--- src/hw/rtl/hscr_pkg.sv ---
// hscr_pkg: shared types, band codes, register indexes and fixed constants
// for the height/slope color ramp. No dependencies.

package hscr_pkg;

    // Field and datapath widths
    localparam int HEIGHT_W    = 16;
    localparam int SLOPE_W     = 9;
    localparam int IN_TDATA_W  = 32;
    localparam int ABOVE_W     = 17;   // height minus sea level
    localparam int REDGE_W     = 19;   // grass-to-rock start in 1/256 m
    localparam int RDIFF_W     = 26;   // above*256 minus the grass-to-rock start
    localparam int RNUM_W      = 17;   // position inside the grass-to-rock band
    localparam int X_W         = 23;   // scaled numerator fed to the divider
    localparam int RECIP_W     = 27;
    localparam int RECIP_SHIFT = 31;
    localparam int PROD_W      = X_W + RECIP_W;
    localparam int FRAC_W      = 16;   // t, t2 and the blend weight
    localparam int KFAC_W      = 18;   // 3 - 2t in Q2.16
    localparam int CFG_IDX_W   = 3;
    localparam int NUM_COLORS  = 6;
    localparam int PAL_IDX_W   = 3;

    // Band edges in meters above sea level
    localparam logic signed [ABOVE_W-1:0] EDGE_DEEP   = -17'sd200;
    localparam logic signed [ABOVE_W-1:0] EDGE_SEA    = 17'sd0;
    localparam logic signed [ABOVE_W-1:0] EDGE_SAND   = 17'sd200;
    localparam logic signed [ABOVE_W-1:0] EDGE_GRASS  = 17'sd400;
    localparam logic signed [ABOVE_W-1:0] EDGE_ROCK   = 17'sd4000;
    localparam logic signed [ABOVE_W-1:0] EDGE_SNOW   = 17'sd4500;

    // Grass-to-rock band, in 1/256 m: start = 1500*256 - slope*500, width 300 m
    localparam int GRASS_ROCK_BASE_256 = 384000;
    localparam int SLOPE_GAIN          = 500;
    localparam logic signed [RDIFF_W-1:0] GRASS_ROCK_SPAN_256 = 26'sd76800;

    // t = (num << shift) / d: 65536/200 = 8192/25, 65536/500 = 16384/125,
    // and 65536/76800 = 64/75
    localparam int SHIFT_WATER = 13;
    localparam int SHIFT_ROCK  = 6;
    localparam int SHIFT_SNOW  = 14;

    // 3.0 in Q2.16
    localparam logic [KFAC_W-1:0] SMOOTH_THREE = 18'd196608;

    // Palette slots
    localparam logic [PAL_IDX_W-1:0] PAL_DEEP    = 3'd0;
    localparam logic [PAL_IDX_W-1:0] PAL_SHALLOW = 3'd1;
    localparam logic [PAL_IDX_W-1:0] PAL_SAND    = 3'd2;
    localparam logic [PAL_IDX_W-1:0] PAL_GRASS   = 3'd3;
    localparam logic [PAL_IDX_W-1:0] PAL_ROCK    = 3'd4;
    localparam logic [PAL_IDX_W-1:0] PAL_SNOW    = 3'd5;

    localparam logic [23:0] COLOR_RESET [NUM_COLORS] = '{
        24'h102A60, 24'h2A6AA0, 24'hC8B478, 24'h3C7828, 24'h6E6460, 24'hF0F0F5
    };

    // Configuration register indexes
    typedef enum logic [CFG_IDX_W-1:0] {
        REG_SEA_LEVEL     = 3'd0,
        REG_DEEP_COLOR    = 3'd1,
        REG_SHALLOW_COLOR = 3'd2,
        REG_SAND_COLOR    = 3'd3,
        REG_GRASS_COLOR   = 3'd4,
        REG_ROCK_COLOR    = 3'd5,
        REG_SNOW_COLOR    = 3'd6
    } reg_idx_t;

    typedef enum logic [3:0] {
        BAND_DEEP,
        BAND_DEEP_SHALLOW,
        BAND_SHALLOW_SAND,
        BAND_SAND_GRASS,
        BAND_GRASS,
        BAND_GRASS_ROCK,
        BAND_ROCK,
        BAND_ROCK_SNOW,
        BAND_SNOW
    } band_t;

    typedef enum logic [1:0] {
        DIV_25,
        DIV_75,
        DIV_125
    } div_t;

    // Band stage -> divider stage
    typedef struct packed {
        band_t          band;
        div_t           div;
        logic [X_W-1:0] x;
    } frac_req_t;

    // Smoothstep stage -> blend stage
    typedef struct packed {
        band_t             band;
        logic [FRAC_W-1:0] weight;
    } blend_req_t;

    // ceil(2^31 / d); exact quotient for any numerator below 2^23
    function automatic logic [RECIP_W-1:0] recip(input div_t d);
        logic [RECIP_W-1:0] r;
        case (d)
            DIV_25:  r = 27'd85899346;
            DIV_75:  r = 27'd28633116;
            DIV_125: r = 27'd17179870;
            default: r = 27'd0;
        endcase
        return r;
    endfunction

endpackage

--- src/hw/rtl/height_slope_color_ramp_top.sv ---
// Throughput: one item per cycle while the sink takes every output item; six register
//   stages (above/edge, band, divide, square, smoothstep, blend), each moves when the
//   stage after it has room.
// Reset (rst_n, async low) empties the pipeline and loads sea level 0 and the
//   default palette.
// Depends on hscr_pkg, hscr_cfg, hscr_band, hscr_smooth, hscr_blend.

module height_slope_color_ramp_top
    import hscr_pkg::*;
#(
    parameter int CHANNEL_BITS = 8,
    localparam int PAL_W       = 3 * CHANNEL_BITS,
    localparam int CFG_W       = (PAL_W > HEIGHT_W) ? PAL_W : HEIGHT_W,
    localparam int OUT_TDATA_W = ((PAL_W + 7) / 8) * 8
)
(
    input  logic                   clk,
    input  logic                   rst_n,
    // Input items
    input  logic                   s_axis_tvalid,
    output logic                   s_axis_tready,
    input  logic [IN_TDATA_W-1:0]  s_axis_tdata,   // height_meters[15:0], slope_fraction[24:16]
    // Output items
    output logic                   m_axis_tvalid,
    input  logic                   m_axis_tready,
    output logic [OUT_TDATA_W-1:0] m_axis_tdata,   // red, green, blue from bit 0 up
    // Configuration writes
    input  logic                   cfg_valid,
    output logic                   cfg_ready,
    input  logic [CFG_IDX_W-1:0]   cfg_index,
    input  logic [CFG_W-1:0]       cfg_data
);

    logic [HEIGHT_W-1:0] sea_level;
    logic [PAL_W-1:0]    palette [NUM_COLORS];

    logic       band_valid;
    logic       band_ready;
    frac_req_t  band_req;
    logic       smooth_valid;
    logic       smooth_ready;
    blend_req_t smooth_req;
    logic [PAL_W-1:0] color;

    hscr_cfg #(
        .CHANNEL_BITS (CHANNEL_BITS)
    ) u_cfg (
        .clk       (clk),
        .rst_n     (rst_n),
        .cfg_valid (cfg_valid),
        .cfg_ready (cfg_ready),
        .cfg_index (cfg_index),
        .cfg_data  (cfg_data),
        .sea_level (sea_level),
        .palette   (palette)
    );

    hscr_band u_band (
        .clk            (clk),
        .rst_n          (rst_n),
        .in_valid       (s_axis_tvalid),
        .in_ready       (s_axis_tready),
        .height_meters  (s_axis_tdata[HEIGHT_W-1:0]),
        .slope_fraction (s_axis_tdata[HEIGHT_W +: SLOPE_W]),
        .sea_level      (sea_level),
        .out_valid      (band_valid),
        .out_ready      (band_ready),
        .out_req        (band_req)
    );

    hscr_smooth u_smooth (
        .clk       (clk),
        .rst_n     (rst_n),
        .in_valid  (band_valid),
        .in_ready  (band_ready),
        .in_req    (band_req),
        .out_valid (smooth_valid),
        .out_ready (smooth_ready),
        .out_req   (smooth_req)
    );

    hscr_blend #(
        .CHANNEL_BITS (CHANNEL_BITS)
    ) u_blend (
        .clk       (clk),
        .rst_n     (rst_n),
        .in_valid  (smooth_valid),
        .in_ready  (smooth_ready),
        .in_req    (smooth_req),
        .palette   (palette),
        .out_valid (m_axis_tvalid),
        .out_ready (m_axis_tready),
        .color     (color)
    );

    assign m_axis_tdata = OUT_TDATA_W'(color);

    // An empty output register means every stage has room
    a_ready_when_empty: assert property (
        @(posedge clk) disable iff (!rst_n)
        !m_axis_tvalid |-> s_axis_tready
    ) else $error("input stalled while output register empty");

    // An item accepted with the sink ready throughout reaches the output register
    a_latency: assert property (
        @(posedge clk) disable iff (!rst_n)
        (s_axis_tvalid && s_axis_tready) ##1 m_axis_tready ##1 m_axis_tready
            ##1 m_axis_tready ##1 m_axis_tready ##1 m_axis_tready
        |=> m_axis_tvalid
    ) else $error("accepted item did not reach the output in time");

endmodule

--- src/hw/rtl/hscr_cfg.sv ---
// hscr_cfg: configuration registers (sea level and six palette colors).
// Depends on hscr_pkg.

module hscr_cfg
    import hscr_pkg::*;
#(
    parameter int CHANNEL_BITS = 8,
    localparam int PAL_W = 3 * CHANNEL_BITS,
    localparam int CFG_W = (PAL_W > HEIGHT_W) ? PAL_W : HEIGHT_W
)
(
    input  logic                 clk,
    input  logic                 rst_n,
    input  logic                 cfg_valid,
    output logic                 cfg_ready,
    input  logic [CFG_IDX_W-1:0] cfg_index,
    input  logic [CFG_W-1:0]     cfg_data,
    output logic [HEIGHT_W-1:0]  sea_level,
    output logic [PAL_W-1:0]     palette [NUM_COLORS]
);

    logic [HEIGHT_W-1:0] sea_level_reg;
    logic [PAL_W-1:0]    palette_reg [NUM_COLORS];

    assign cfg_ready = 1'b1;
    assign sea_level = sea_level_reg;
    assign palette   = palette_reg;

    // Register writes; indexes beyond the list are dropped
    always_ff @(posedge clk or negedge rst_n)
    begin
        if (!rst_n)
        begin
            sea_level_reg <= '0;
            for (int i = 0; i < NUM_COLORS; i++)
            begin
                palette_reg[i] <= PAL_W'(COLOR_RESET[i]);
            end
        end
        else if (cfg_valid)
        begin
            case (reg_idx_t'(cfg_index))
                REG_SEA_LEVEL:     sea_level_reg <= cfg_data[HEIGHT_W-1:0];
                REG_DEEP_COLOR:    palette_reg[PAL_DEEP]    <= cfg_data[PAL_W-1:0];
                REG_SHALLOW_COLOR: palette_reg[PAL_SHALLOW] <= cfg_data[PAL_W-1:0];
                REG_SAND_COLOR:    palette_reg[PAL_SAND]    <= cfg_data[PAL_W-1:0];
                REG_GRASS_COLOR:   palette_reg[PAL_GRASS]   <= cfg_data[PAL_W-1:0];
                REG_ROCK_COLOR:    palette_reg[PAL_ROCK]    <= cfg_data[PAL_W-1:0];
                REG_SNOW_COLOR:    palette_reg[PAL_SNOW]    <= cfg_data[PAL_W-1:0];
                default:           ;
            endcase
        end
    end

endmodule

--- src/hw/rtl/hscr_band.sv ---
// hscr_band: stages 1-2, height above sea, grass-to-rock edge, band select
// and the scaled numerator for the divider. Depends on hscr_pkg.

module hscr_band
    import hscr_pkg::*;
(
    input  logic                clk,
    input  logic                rst_n,
    input  logic                in_valid,
    output logic                in_ready,
    input  logic [HEIGHT_W-1:0] height_meters,
    input  logic [SLOPE_W-1:0]  slope_fraction,
    input  logic [HEIGHT_W-1:0] sea_level,
    output logic                out_valid,
    input  logic                out_ready,
    output frac_req_t           out_req
);

    logic                      s1_valid_reg;
    logic signed [ABOVE_W-1:0] above_reg;
    logic [REDGE_W-1:0]        rock_edge_reg;
    logic                      s2_valid_reg;
    frac_req_t                 req_reg;

    logic                      en1;
    logic                      en2;
    logic signed [ABOVE_W-1:0] above_next;
    logic [REDGE_W-1:0]        slope_term;
    logic [REDGE_W-1:0]        rock_edge_next;
    logic signed [RDIFF_W-1:0] rock_diff;
    logic signed [ABOVE_W-1:0] rel;
    frac_req_t                 req_next;

    assign en2      = !s2_valid_reg || out_ready;
    assign en1      = !s1_valid_reg || en2;
    assign in_ready = en1;

    // Stage 1: height above sea and grass-to-rock start
    assign above_next = $signed({height_meters[HEIGHT_W-1], height_meters})
                      - $signed({sea_level[HEIGHT_W-1], sea_level});
    assign slope_term     = REDGE_W'(slope_fraction) * REDGE_W'(SLOPE_GAIN);
    assign rock_edge_next = REDGE_W'(GRASS_ROCK_BASE_256) - slope_term;

    always_ff @(posedge clk or negedge rst_n)
    begin
        if (!rst_n)
        begin
            s1_valid_reg <= 1'b0;
        end
        else if (en1)
        begin
            s1_valid_reg <= in_valid;
        end
    end

    always_ff @(posedge clk)
    begin
        if (en1)
        begin
            above_reg     <= above_next;
            rock_edge_reg <= rock_edge_next;
        end
    end

    // Stage 2: band select and numerator
    assign rock_diff = $signed({above_reg[ABOVE_W-1], above_reg, 8'd0})
                     - $signed({7'd0, rock_edge_reg});

    always_comb
    begin
        rel      = '0;
        req_next = '{band: BAND_DEEP, div: DIV_25, x: '0};
        if (above_reg < EDGE_DEEP)
        begin
            req_next.band = BAND_DEEP;
        end
        else if (above_reg < EDGE_SEA)
        begin
            rel           = above_reg - EDGE_DEEP;
            req_next.band = BAND_DEEP_SHALLOW;
            req_next.x    = X_W'(rel[7:0]) << SHIFT_WATER;
        end
        else if (above_reg < EDGE_SAND)
        begin
            rel           = above_reg;
            req_next.band = BAND_SHALLOW_SAND;
            req_next.x    = X_W'(rel[7:0]) << SHIFT_WATER;
        end
        else if (above_reg < EDGE_GRASS)
        begin
            rel           = above_reg - EDGE_SAND;
            req_next.band = BAND_SAND_GRASS;
            req_next.x    = X_W'(rel[7:0]) << SHIFT_WATER;
        end
        else if (rock_diff < 0)
        begin
            req_next.band = BAND_GRASS;
        end
        else if (rock_diff < GRASS_ROCK_SPAN_256)
        begin
            req_next.band = BAND_GRASS_ROCK;
            req_next.div  = DIV_75;
            req_next.x    = X_W'(rock_diff[RNUM_W-1:0]) << SHIFT_ROCK;
        end
        else if (above_reg < EDGE_ROCK)
        begin
            req_next.band = BAND_ROCK;
        end
        else if (above_reg < EDGE_SNOW)
        begin
            rel           = above_reg - EDGE_ROCK;
            req_next.band = BAND_ROCK_SNOW;
            req_next.div  = DIV_125;
            req_next.x    = X_W'(rel[8:0]) << SHIFT_SNOW;
        end
        else
        begin
            req_next.band = BAND_SNOW;
        end
    end

    always_ff @(posedge clk or negedge rst_n)
    begin
        if (!rst_n)
        begin
            s2_valid_reg <= 1'b0;
        end
        else if (en2)
        begin
            s2_valid_reg <= s1_valid_reg;
        end
    end

    always_ff @(posedge clk)
    begin
        if (en2)
        begin
            req_reg <= req_next;
        end
    end

    assign out_valid = s2_valid_reg;
    assign out_req   = req_reg;

endmodule

--- src/hw/rtl/hscr_smooth.sv ---
// hscr_smooth: stages 3-5, reciprocal divide to t, then smoothstep
// s = t*t*(3-2t) in Q0.16. Depends on hscr_pkg.

module hscr_smooth
    import hscr_pkg::*;
(
    input  logic       clk,
    input  logic       rst_n,
    input  logic       in_valid,
    output logic       in_ready,
    input  frac_req_t  in_req,
    output logic       out_valid,
    input  logic       out_ready,
    output blend_req_t out_req
);

    logic              s3_valid_reg;
    logic              s4_valid_reg;
    logic              s5_valid_reg;
    band_t             band3_reg;
    band_t             band4_reg;
    band_t             band5_reg;
    logic [FRAC_W-1:0] t_reg;
    logic [FRAC_W-1:0] t2_reg;
    logic [KFAC_W-1:0] k_reg;
    logic [FRAC_W-1:0] s_reg;

    logic                     en3;
    logic                     en4;
    logic                     en5;
    logic [PROD_W-1:0]        quot_prod;
    logic [2*FRAC_W-1:0]      sq_prod;
    logic [FRAC_W+KFAC_W-1:0] s_prod;

    assign en5      = !s5_valid_reg || out_ready;
    assign en4      = !s4_valid_reg || en5;
    assign en3      = !s3_valid_reg || en4;
    assign in_ready = en3;

    // Stage 3: t = floor(x / d) via reciprocal multiply
    assign quot_prod = PROD_W'(in_req.x) * PROD_W'(recip(in_req.div));
    // Stage 4: t squared
    assign sq_prod   = (2*FRAC_W)'(t_reg) * (2*FRAC_W)'(t_reg);
    // Stage 5: t2 * (3 - 2t)
    assign s_prod    = (FRAC_W+KFAC_W)'(t2_reg) * (FRAC_W+KFAC_W)'(k_reg);

    always_ff @(posedge clk or negedge rst_n)
    begin
        if (!rst_n)
        begin
            s3_valid_reg <= 1'b0;
            s4_valid_reg <= 1'b0;
            s5_valid_reg <= 1'b0;
        end
        else
        begin
            if (en3)
            begin
                s3_valid_reg <= in_valid;
            end
            if (en4)
            begin
                s4_valid_reg <= s3_valid_reg;
            end
            if (en5)
            begin
                s5_valid_reg <= s4_valid_reg;
            end
        end
    end

    always_ff @(posedge clk)
    begin
        if (en3)
        begin
            band3_reg <= in_req.band;
            t_reg     <= quot_prod[RECIP_SHIFT+FRAC_W-1:RECIP_SHIFT];
        end
        if (en4)
        begin
            band4_reg <= band3_reg;
            t2_reg    <= sq_prod[2*FRAC_W-1:FRAC_W];
            k_reg     <= SMOOTH_THREE - {1'b0, t_reg, 1'b0};
        end
        if (en5)
        begin
            band5_reg <= band4_reg;
            s_reg     <= s_prod[2*FRAC_W-1:FRAC_W];
        end
    end

    assign out_valid      = s5_valid_reg;
    assign out_req.band   = band5_reg;
    assign out_req.weight = s_reg;

endmodule

--- src/hw/rtl/hscr_blend.sv ---
// hscr_blend: stage 6, picks the two palette colors of the band and blends
// each channel as a + (b - a)*s, truncated; holds the output item.
// Depends on hscr_pkg.

module hscr_blend
    import hscr_pkg::*;
#(
    parameter int CHANNEL_BITS = 8,
    localparam int PAL_W = 3 * CHANNEL_BITS
)
(
    input  logic             clk,
    input  logic             rst_n,
    input  logic             in_valid,
    output logic             in_ready,
    input  blend_req_t       in_req,
    input  logic [PAL_W-1:0] palette [NUM_COLORS],
    output logic             out_valid,
    input  logic             out_ready,
    output logic [PAL_W-1:0] color
);

    localparam int MIX_W = CHANNEL_BITS + FRAC_W + 2;

    logic             out_valid_reg;
    logic [PAL_W-1:0] color_reg;

    logic             en6;
    logic [PAL_W-1:0] color_lo;
    logic [PAL_W-1:0] color_hi;
    logic [PAL_W-1:0] color_next;

    assign en6      = !out_valid_reg || out_ready;
    assign in_ready = en6;

    // Neighbor colors of the band
    always_comb
    begin
        case (in_req.band)
            BAND_DEEP:
            begin
                color_lo = palette[PAL_DEEP];
                color_hi = palette[PAL_DEEP];
            end
            BAND_DEEP_SHALLOW:
            begin
                color_lo = palette[PAL_DEEP];
                color_hi = palette[PAL_SHALLOW];
            end
            BAND_SHALLOW_SAND:
            begin
                color_lo = palette[PAL_SHALLOW];
                color_hi = palette[PAL_SAND];
            end
            BAND_SAND_GRASS:
            begin
                color_lo = palette[PAL_SAND];
                color_hi = palette[PAL_GRASS];
            end
            BAND_GRASS:
            begin
                color_lo = palette[PAL_GRASS];
                color_hi = palette[PAL_GRASS];
            end
            BAND_GRASS_ROCK:
            begin
                color_lo = palette[PAL_GRASS];
                color_hi = palette[PAL_ROCK];
            end
            BAND_ROCK:
            begin
                color_lo = palette[PAL_ROCK];
                color_hi = palette[PAL_ROCK];
            end
            BAND_ROCK_SNOW:
            begin
                color_lo = palette[PAL_ROCK];
                color_hi = palette[PAL_SNOW];
            end
            default:
            begin
                color_lo = palette[PAL_SNOW];
                color_hi = palette[PAL_SNOW];
            end
        endcase
    end

    // One blend lane per channel; lane 0 is red (top bits of a palette entry)
    for (genvar j = 0; j < 3; j++)
    begin : g_lane
        localparam int SRC_LSB = (2 - j) * CHANNEL_BITS;
        localparam int DST_LSB = j * CHANNEL_BITS;

        logic [CHANNEL_BITS-1:0]       ch_lo;
        logic [CHANNEL_BITS-1:0]       ch_hi;
        logic signed [CHANNEL_BITS:0]  ch_diff;
        logic signed [MIX_W-1:0]       ch_mix;

        assign ch_lo   = color_lo[SRC_LSB +: CHANNEL_BITS];
        assign ch_hi   = color_hi[SRC_LSB +: CHANNEL_BITS];
        assign ch_diff = $signed({1'b0, ch_hi}) - $signed({1'b0, ch_lo});
        // both factors widened first so the product keeps every bit
        assign ch_mix  = $signed({2'b00, ch_lo, {FRAC_W{1'b0}}})
                       + MIX_W'(ch_diff) * MIX_W'($signed({1'b0, in_req.weight}));
        assign color_next[DST_LSB +: CHANNEL_BITS] =
            ch_mix[FRAC_W +: CHANNEL_BITS];
    end

    always_ff @(posedge clk or negedge rst_n)
    begin
        if (!rst_n)
        begin
            out_valid_reg <= 1'b0;
        end
        else if (en6)
        begin
            out_valid_reg <= in_valid;
        end
    end

    always_ff @(posedge clk)
    begin
        if (en6)
        begin
            color_reg <= color_next;
        end
    end

    assign out_valid = out_valid_reg;
    assign color     = color_reg;

endmodule

--- config.mk ---
export PLATFORM = sky130hd
export DESIGN_NAME = height_slope_color_ramp_top
export DESIGN_NICKNAME = d
export VERILOG_FILES = /design/src/hw/rtl/hscr_pkg.sv /design/src/hw/rtl/height_slope_color_ramp_top.sv /design/src/hw/rtl/hscr_cfg.sv /design/src/hw/rtl/hscr_band.sv /design/src/hw/rtl/hscr_smooth.sv /design/src/hw/rtl/hscr_blend.sv
export SDC_FILE = /design/constraint.sdc
export NUM_CORES = 2
export LEC_CHECK = 0
export ABC_AREA = 1
export BUFFER_PORTS_ARGS = -buffer_cell sky130_fd_sc_hd__buf_2
export CAP_MARGIN = 25
export CORE_MARGIN = 8
export CORE_UTILIZATION = 30
export DETAILED_ROUTE_END_ITERATION = 8
export GPL_TIMING_DRIVEN = 0
export SYNTH_ARGS = -nofsm -noshare
export SYNTH_HDL_FRONTEND = slang
export SYNTH_SLANG_ARGS = --single-unit
--- constraint.sdc ---
create_clock -name clk -period 8.5 [get_ports clk]
set_clock_uncertainty 0.1 [all_clocks]
set_input_delay 0.85 -clock clk [delete_from_list [all_inputs] [get_ports clk]]
set_output_delay 0.85 -clock clk [all_outputs]
set_load 0.03 [all_outputs]
==> impl_metrics.json <==
{
  "outcome": "complete, no violations",
  "multi_input_area_sq_um": 40900,
  "synth-edff-count": 156,
  "fin_setup_tns_ns": 0,
  "ys_ff_latch": 322,
  "drv_slew": 0,
  "tritoncts": "done",
  "grt_max_degree": 90,
  "crit_top_cell": "nand2_1",
  "yosys-top-cells-count": "inv_1 (1,657), nand2_1 (1,284), fa_1 (933)",
  "largest_reg_flops": 144,
  "cp.arrival_ns": 8.46,
  "dr.pass1.iters": 8,
  "synthCells": 6709,
  "ys_top_cells_by_area": "fa_1 (33%), ha_1 (14%), inv_1 (11%)",
  "vias_per_cell": 4.75,
  "ff2ff_path_depth": 42,
  "fillers": 19600,
  "antenna_found_initial": 12,
  "ios": 91,
  "final_hold_viol_count": 0,
  "cts_num_sinks": 322,
  "cap_violations": 0,
  "routabilityCongestion": 0.947,
  "clock_latency_ns": 0.62,
  "synth_flop_cell": "edfxtp_1",
  "slew_headroom_pct": 30.8,
  "postSynthAreaPerCell_sq_um": 8.43,
  "area_growth_pct": 10.1,
  "end_kind": "flop",
  "crit_required_ns": 8.75,
  "wire_per_inst_microns": 18.0,
  "worstPathMaxFanout": 8,
  "num_vias": 44600,
  "syn-num-nets": 8353,
  "layout.nets": 8505,
  "die_h_microns": 450,
  "ys.warnings.count": 0,
  "fin_crit_ns": 8.22,
  "worst_path_max_delay_cell": "fa_1",
  "critPathTopFamily": "adder cells",
  "cts_buffers": 42,
  "path_clk_slew_ns": 0.06,
  "rows": 159,
  "htree_levels": 2,
  "fmax_mhz": 122,
  "cts-hold-fix-buffers": 0,
  "initial_core_util_pct": 30.1,
  "wirelength_mm": 169,
  "antenna_left": 0,
  "synthArstFlopShare_pct": 51.6,
  "cpPeakStageDelay_ns": 0.51,
  "path_depth": 42,
  "setup_violations": 0,
  "dpl.hpwl_mm": 142,
  "drc": 0,
  "syn_area_sq_um": 56600,
  "dieArea_sq_um": 203000,
  "seq_area_frac_synth_pct": 15.8,
  "worstHoldPathType": "input port to async pin",
  "yosysTopAreaCell": "fa_1",
  "grt_use_total_pct": 16.4,
  "path_buf_inv": 10,
  "seq_area_sq_um": 8910,
  "max_slew.worst_pin.slew_ns": 1.04,
  "overflow": 0,
  "grt_first_pass_wirelength_mm": 264,
  "drt_iter0_drc": 3289,
  "grt_pass1_vias": 46500,
  "coreArea_sq_um": 188000,
  "synth_cell_types": 65,
  "synth.top_cell.area_share_pct": 33.0,
  "fin_crit_sh_pct": 96.7,
  "dieWidth_microns": 450,
  "synth_most_common_cell": "inv_1",
  "final_layout_size_suffix_gt1_share_pct": 5.82,
  "critPathLaunchType": "flop",
  "clock_path_buffers": 3,
  "port_buffers": 82,
  "critPathKind": "flop to flop",
  "clk_root_buffer_cell": "clkbuf_16"
}
==> layout make-up <==
cell class / count / share of cell area, %
inverter: 1678 / 10.1
clock buffer: 60 / 1.89
timing repair buffer: 110 / 1.11
buffer: 223 / 1.60
sequential: 322 / 14.3
tap: 2495 / 5.01
multi-input combinational: 4484 / 65.6
clock inverter: 17 / 0.319
antenna: 3 / 0.0121
==> placed cells by master (no fill, tap or decap), types with 106 or more instances in the layout <==
cell type  netlist  final
nor2_1         482    481
xor2_1         121    111
ha_1           647    643
nand2_1       1284   1274
o21ai_0        292    284
a21oi_1        243    228
fa_1           933    930
edfxtp_1       156    156
inv_1         1657   1650
dfrtp_1        106    106
clkbuf_1       206    189
==> what timing repair did <==
item	4_1_cts	5_1_grt
resized for setup	61	117
gates cloned	0	0
setup buffers	7	18
pin swaps	3	16
endpoints found under the setup margin	32	34
==> cell families after synthesis <==
logic type / count (synthesis) / synth area share, %
AOI/OAI and AO/OA: 720 / 7.25
xor gates and xnor gates: 175 / 2.75
adders and majority gates: 1580 / 47.3
buffers and inverters: 1903 / 12.7
DFF: 322 / 15.8
other: 1 / 0.00663
and+or+nand+nor: 2008 / 14.2
==> per-stage QoR <==
stage	area, sq um	setup slack, ns	utilization, %	hold WS, ns	cells
2_1_floorplan	56600	0.741	-	0.300	6709
6_report	62300	0.282	33.2	0.0905	9392
5_1_grt	62300	-0.0798	33.2	0.142	9392
4_1_cts	61800	-0.0270	32.9	0.112	9372
3_3_place_gp	60100	-1.23	32.0	0.304	9286
3_5_place_dp	60200	-1.32	32.1	0.306	9289
==> metal layers <==
| layer | wire length, microns | share of wire (%) | track usage (%) |
|---|---|---|---|
| met3 | 10700 | 6.4 | 2.04 |
| met2 | 78800 | 47 | 27.2 |
| met4 | 8880 | 5.3 | 7.34 |
| met1 | 70200 | 42 | 21.4 |
| met5 | 0 | 0 | 0 |
==> path summary, 6_finish.rpt <==
kind | slack (ns) | end | from
setup / recovery | 0.28 | u_blend.color[5] | u_smooth.band5_reg[3]
hold / removal | 0.09 | u_cfg.sea_level[15] | rst_n
setup reg to reg | 0.28 | u_blend.color[5] | u_smooth.band5_reg[3]
hold reg to reg | 0.33 | u_smooth.band5_reg[3] | u_smooth.band4_reg[3]
max in group asynchronous | 7.26 | u_cfg.palette[7] | rst_n
min in group clk | 0.33 | u_smooth.band5_reg[3] | u_smooth.band4_reg[3]
Power is not shown: default switching activity piles up to over one toggle a cycle in this logic, so the estimate is an artifact.
